===== config.mk =====
export PLATFORM = sky130hd
export DESIGN_NAME = dpg_root_flat
export DESIGN_NICKNAME = d
export VERILOG_FILES = /design/src/sv/dpg_pkg.sv /design/src/sv/dpg_if.sv /design/src/sv/dpg_root.sv /design/src/flat_wrapper.sv
export SDC_FILE = /design/constraint.sdc
export NUM_CORES = 2
export LEC_CHECK = 0
export BUFFER_PORTS_ARGS = -buffer_cell sky130_fd_sc_hd__buf_2
export CAP_MARGIN = 20
export CELL_PAD_IN_SITES_DETAIL_PLACEMENT = 0
export CELL_PAD_IN_SITES_GLOBAL_PLACEMENT = 2
export CORE_UTILIZATION = 47
export DETAILED_ROUTE_END_ITERATION = 16
export MAX_ROUTING_LAYER = met4
export PLACE_DENSITY_LB_ADDON = 0.1
export RECOVER_POWER = 100
export SETUP_SLACK_MARGIN = 0.1
export SYNTH_ARGS = -nofsm -noshare
export SYNTH_HDL_FRONTEND = slang
export SYNTH_MEMORY_MAX_BITS = 65536
export SYNTH_SLANG_ARGS = --single-unit

===== constraint.sdc =====
create_clock -name clk -period 23 [get_ports clk]
set_input_delay 2.3 -clock clk [delete_from_list [all_inputs] [get_ports clk]]
set_output_delay 2.3 -clock clk [all_outputs]
set_load 0.005 [all_outputs]

===== src/sv/dpg_pkg.sv =====
// Shared types and constants of the disk pair geometry unit.
// No dependencies; every other file imports this package.
`timescale 1ns / 1ps
`default_nettype none

package dpg_pkg;

  typedef logic [1:0] dpg_status_t;

  localparam dpg_status_t ST_OK         = 2'd0;
  localparam dpg_status_t ST_INVALID    = 2'd1;
  localparam dpg_status_t ST_CONCENTRIC = 2'd2;
  localparam dpg_status_t ST_NO_ISECT   = 2'd3;

  localparam logic FN_CONTAIN = 1'b0;
  localparam logic FN_SWEEP   = 1'b1;

  localparam int OFFSET_W = 32;
  localparam int HEIGHT_W = 62;
  localparam int SAT_W    = 41;

  localparam logic [SAT_W-1:0] OFFSET_MAX     = 41'd1099511627;
  localparam logic [SAT_W-1:0] OFFSET_MIN_MAG = 41'd1099511628;

  // decisions made ahead of the divider
  typedef struct packed {
    logic func;
    logic inval;
    logic conc;
    logic contain;
  } dpg_flags_t;

  // per-item tag that rides along the root extraction
  typedef struct packed {
    dpg_status_t status;
    logic        contains;
    logic        neg;
    logic        report;
  } dpg_tag_t;

endpackage

`default_nettype wire


===== src/sv/dpg_if.sv =====
// Valid/ready channel interfaces for queries and results.
// Depends on dpg_pkg for the result field widths.
`timescale 1ns / 1ps
`default_nettype none


interface dpg_result_if import dpg_pkg::*; ();
  logic                       valid;
  logic                       ready;
  dpg_status_t                status;
  logic                       contains;
  logic signed [OFFSET_W-1:0] offset_x;
  logic        [HEIGHT_W-1:0] height_sq;

  modport source (output valid, status, contains, offset_x, height_sq, input ready);
  modport sink (input valid, status, contains, offset_x, height_sq, output ready);
endinterface

`default_nettype wire


===== src/sv/dpg_root.sv =====
// Pipelined integer square root of the quotient, one root bit per stage,
// then offset sign and saturation into the result register. Uses dpg_pkg.
`timescale 1ns / 1ps
`default_nettype none

module dpg_root import dpg_pkg::*; #(
  parameter int W = 30,
  localparam int SW = 2*W+2
) (
  input  logic          clk,
  input  logic          rst,
  input  logic          in_valid,
  output logic          in_ready,
  input  logic [SW-1:0] quot,
  input  logic [SW-1:0] height,
  input  dpg_tag_t      tag,
  dpg_result_if.source  result
);

  localparam int KW = W+1;

  logic [KW:0]   v;
  logic [KW+1:0] go;

  always_comb begin
    go[KW+1] = result.ready;
    for (int i = KW; i >= 0; i--) go[i] = !v[i] || go[i+1];
  end

  assign in_ready     = go[0];
  assign result.valid = v[KW];

  always_ff @(posedge clk) begin
    if (rst) begin
      v <= '0;
    end else begin
      if (go[0]) v[0] <= in_valid;
      for (int i = 1; i <= KW; i++) begin
        if (go[i]) v[i] <= v[i-1];
      end
    end
  end

  logic [SW-1:0] rem [0:KW-1];
  logic [KW-1:0] k   [0:KW-1];
  logic [SW-1:0] hs  [0:KW-1];
  dpg_tag_t      tg  [0:KW-1];

  // rem holds arg - k^2; try setting bit B of k
  for (genvar j = 0; j < KW; j++) begin : g_bit
    localparam int B = KW-1-j;
    logic [SW-1:0] r_in, h_in;
    logic [KW-1:0] k_in;
    dpg_tag_t      t_in;
    logic [SW:0]   trial;
    logic          take;

    if (j == 0) begin : g_src
      assign r_in = quot;
      assign h_in = height;
      assign k_in = '0;
      assign t_in = tag;
    end else begin : g_src
      assign r_in = rem[j-1];
      assign h_in = hs[j-1];
      assign k_in = k[j-1];
      assign t_in = tg[j-1];
    end

    assign trial = ((SW+1)'(k_in) << (B+1)) + ((SW+1)'(1) << (2*B));
    assign take  = trial <= {1'b0, r_in};

    always_ff @(posedge clk) begin
      if (go[j]) begin
        rem[j] <= take ? SW'({1'b0, r_in} - trial) : r_in;
        k[j]   <= take ? (k_in | (KW'(1) << B)) : k_in;
        hs[j]  <= h_in;
        tg[j]  <= t_in;
      end
    end
  end

  logic [SAT_W-1:0]    kk, mag;
  logic [OFFSET_W-1:0] off_c;

  always_comb begin
    kk = SAT_W'(k[KW-1]);
    if (tg[KW-1].neg) begin
      mag = (kk > OFFSET_MIN_MAG) ? OFFSET_MIN_MAG : kk;
    end else begin
      mag = (kk > OFFSET_MAX) ? OFFSET_MAX : kk;
    end
    if (!tg[KW-1].report) begin
      off_c = '0;
    end else if (tg[KW-1].neg) begin
      off_c = OFFSET_W'(SAT_W'(0) - mag);
    end else begin
      off_c = OFFSET_W'(mag);
    end
  end

  always_ff @(posedge clk) begin
    if (go[KW]) begin
      result.status    <= tg[KW-1].status;
      result.contains  <= tg[KW-1].contains;
      result.offset_x  <= off_c;
      result.height_sq <= HEIGHT_W'(hs[KW-1]);
    end
  end

endmodule

`default_nettype wire


===== src/flat_wrapper.sv =====
// flat-port wrapper written by rule: the top's interface ports become plain ports
module dpg_root_flat import dpg_pkg::*;
#(
  parameter int W = 30,
  localparam int SW = 2*W+2
)
  (clk, rst, in_valid, in_ready, quot, height, tag, result_valid, result_status, result_contains, result_offset_x, result_height_sq, result_ready);
  dpg_result_if result_i ();
  input  logic clk;
  input  logic rst;
  input  logic in_valid;
  output logic in_ready;
  input  logic [SW-1:0] quot;
  input  logic [SW-1:0] height;
  input  dpg_tag_t tag;
  output wire logic [$bits(result_i.valid)-1:0] result_valid;
  output wire logic [$bits(result_i.status)-1:0] result_status;
  output wire logic [$bits(result_i.contains)-1:0] result_contains;
  output wire logic [$bits(result_i.offset_x)-1:0] result_offset_x;
  output wire logic [$bits(result_i.height_sq)-1:0] result_height_sq;
  input wire logic [$bits(result_i.ready)-1:0] result_ready;
  assign result_valid = result_i.valid;
  assign result_status = result_i.status;
  assign result_contains = result_i.contains;
  assign result_offset_x = result_i.offset_x;
  assign result_height_sq = result_i.height_sq;
  assign result_i.ready = result_ready;
  dpg_root #(.W(W)) u_core (.clk(clk), .rst(rst), .in_valid(in_valid), .in_ready(in_ready), .quot(quot), .height(height), .tag(tag), .result(result_i));
endmodule

==> qor.yml <==
clock_network:
  cts_resized: 0
  htree_levels: 5
  root_buffer: "clkbuf_16"
  cts_setup_buffers: 0
  clock_latency_ps: 990
  hold_buffers: 0
  clock-sinks: 4562
  cts_buffer_depth: 4
  cts_inserted_buffers: 456
  clkTransAtPathRegs_ps: 60
  cts_tree: "done"
floorplan:
  die_area_mm2: 0.405
  coreArea_mm2: 0.400
  initial_core_util: 0.473
  ios: 232
  fp.dieH_um: 636
  die_width_um: 636
  rows: 232
synth:
  ys_seq_area_frac: 0.723
  synth_area_mm2: 0.189
  synth_top_area_share: 0.719
  synth.area.top_cells: "edfxtp_1 (72%), ha_1 (6.4%), inv_1 (2.2%)"
  synth_area_per_cell_um2: 14.9
  synthCells: 12700
  ys_seq_elements: 4562
  synth_edf_count: 4530
  yosysTopAreaCell: "edfxtp_1"
  synth-async-reset-ratio: 0
  synth_ff_type: "edfxtp_1"
  synth_nets: 13800
  yosysWarnings: 0
  synth_cell_types: 92
global_routing:
  grt_util_met3: 0.0198
  grt_usage: 0.196
  grtUsageMet1: 0.238
  grt_pass1_wl_mm: 597
  grt-busiest-layer: "met2"
  grt-ovfl-total: 0
  grt_max_degree: 130
  grt_pass1_vias: 99500
  met2_usage: 0.350
  antenna_found_initial: 4
finish:
  final_cell_count_no_fill: 18900
  register_area_mm2: 0.137
  drive_gt1_frac: 0.0652
  syn_to_final_growth_pct: 11.8
  nets: 14400
  fillers: 32800
  multi_input_area_mm2: 0.0475
  fin_area_mm2: 0.211
critical_path:
  cp_slowest_cell: "clkinvlp_2"
  rrSetupSlack_ps: 9930
  critPathKind: "input pin to flop"
  critPathMostFrequentCell: "clkinvlp_2"
  worst_setup_path_end_kind: "flop"
  cp_data_required_time_ps: 23100
  crit_path_max_incr_delay_ps: 2050
  crit_fanout: 81
  arrival_ps: 14260
  setup.worst_path.start_class: "input pin"
  crit_path_cell_trace: "buf_2, nor2b_1, clkinvlp_2, nor2_1, and2_0, clkinvlp_2, nor4_1, clkbuf_1, and2_0, clkinvlp_2, nor2_1, clkinvlp_2, clkbuf_1"
timing:
  skew_ps: 81.3
  tightest_slew_ps: 6830
  relSlewSlack: -3.56
  setup_viol: 0
  hold_viol: 0
  layout_worst_path_cycle_share: 0.616
  finalMaxSlewViolations: 4758
  fin_crit_ps: 14160
  fin_setup_tns_ps: 0
  layout_setup_ws_ps: 8840
  rsz0062_at_grt: "false"
  fmax_ghz: 0.0706
min_path:
  min_path_type: "flop to flop"
route:
  dr_total_vias: 99000
  drt-pass1-iter-count: 7
  drc_errors: 0
  drt_iter0_drc: 5921
  post_drt_wl_per_cell_um: 20.7
  wirelength_mm: 391
  drtAntennaViolNets: 0
  via_per_inst: 5.23
place:
  dpl_cell_area_mm2: 0.197
  pre_cts_slack_ps: 13620
  port-buffer-count: 231
  placedCellCount: 18100
  detailed_place_hpwl_mm: 294
  gp_congestion: 0.870
power_and_ir_drop:
  leakage_nw: 83.7
  peakVddDrop_mv: 0.0756
  power.density_mw_per_mm2: 104
run_status:
  violations: "max-capacitance violations, max-slew violations"
  status: "complete, but fails checks"
flow_run:
  cap_violations: 80
[power by group]
group	switching (W)	internal (W)	total, W
sequential	0.000902	0.0105	0.0114
combinational	0.00189	0.00137	0.00326
clock	0.00311	0.00423	0.00734
[worst max-delay path, delay by kind of cell]
kind	cells	cell delay [ps]
buffers and inverters	7	8650
AND/OR/NAND/NOR	6	3170
[worst paths after layout]
path / to / start / depth (start not counted)
setup reg to reg: u_core.rem[0][250]$_DFFE_PP_ / u_core.v[31]$_SDFFE_PP0P_ / 12
hold / removal: u_core.hs[19][12]$_DFFE_PP_ / u_core.hs[18][12]$_DFFE_PP_ / 0
setup / recovery: u_core.rem[0][250]$_DFFE_PP_ / result_ready / 13
hold reg to reg: u_core.hs[19][12]$_DFFE_PP_ / u_core.hs[18][12]$_DFFE_PP_ / 0
[cells by family after synthesis]
kind of cell / after synthesis / synth area share
buffers and inverters: 1323 / 0.0263
multiplexers: 38 / 0.00212
adder cells (fa/ha/maj): 961 / 0.0636
AO/OA/AOI/OAI: 2133 / 0.0706
flip-flops: 4562 / 0.723
AND/OR/NAND/NOR: 2867 / 0.0769
XOR/XNOR: 820 / 0.0380
[synth_stat cells (31+ instances only)]
library cell / number
nor2_1: 619
nand4_1: 147
nand2b_1: 116
and3_1: 47
nor4_1: 341
o31ai_1: 58
or2_2: 42
nand3b_1: 37
a21oi_1: 569
xor2_1: 385
a31oi_1: 50
edfxtp_1: 4530
a21o_1: 321
or4_1: 74
o21ai_0: 609
nor2b_1: 100
o21a_1: 117
o21bai_1: 60
or3_1: 110
xnor2_1: 435
nand2_1: 687
nor3_1: 254
a211oi_1: 54
a21boi_0: 31
o211ai_1: 37
inv_1: 1119
dfxtp_1: 32
clkbuf_1: 188
ha_1: 961
nand3_1: 167
[stage by stage]
stage / hold slack, ps / util / power (W)
6_report: 376 / 0.529 / 0.0220
5_1_grt: 370 / 0.529 / 0.0231
4_1_cts: 373 / 0.531 / 0.0223
3_5_place_dp: 405 / 0.493 / 0.0148
3_3_place_gp: 400 / 0.493 / 0.0148
2_1_floorplan: 400 / - / 0.0136
[final cells by class]
type	count	share of cell area
flip-flops and latches	4562	0.646
repair buffers	320	0.00643
clock inverters	312	0.0153
inverters	1121	0.0200
multi-input cells	6819	0.225
clock buffers	538	0.0561
diodes	2	0.0000237
well taps	5265	0.0312
[layout by cell type (no fill, tap or decap), drive strengths merged, types with 49 or more instances in the layout]
cell type	n
a211oi	56
a21o	321
a21oi	569
a31oi	50
buf	118
clkbuf	740
clkinv	209
clkinvlp	49
edfxtp	4530
ha	961
inv	1128
nand2	688
nand2b	116
nand3	167
nand4	147
nor2	619
nor2b	101
nor3	254
nor4	341
o21a	117
o21ai	611
o21bai	60
o31ai	59
or3	110
or4	75
xnor2	435
xor2	385
[per-layer routing]
metal | up-vias | wire [um]
met5 | - | 0
li1 | 48500 | -
met1 | 48300 | 165000
met2 | 1569 | 205000
met4 | 0 | 10200
met3 | 642 | 11200
[state kept, by name, summed over array words and instances, names as in the netlist, 2 cells and up]
signal                   flops
u_core.tg                  155
u_core.rem                1860
u_core.result.offset_x      32
u_core.result.status         2
u_core.k                   496
u_core.hs                 1922
u_core.result.height_sq     62
u_core.v                    32
(Power assumes the default switching activity.)
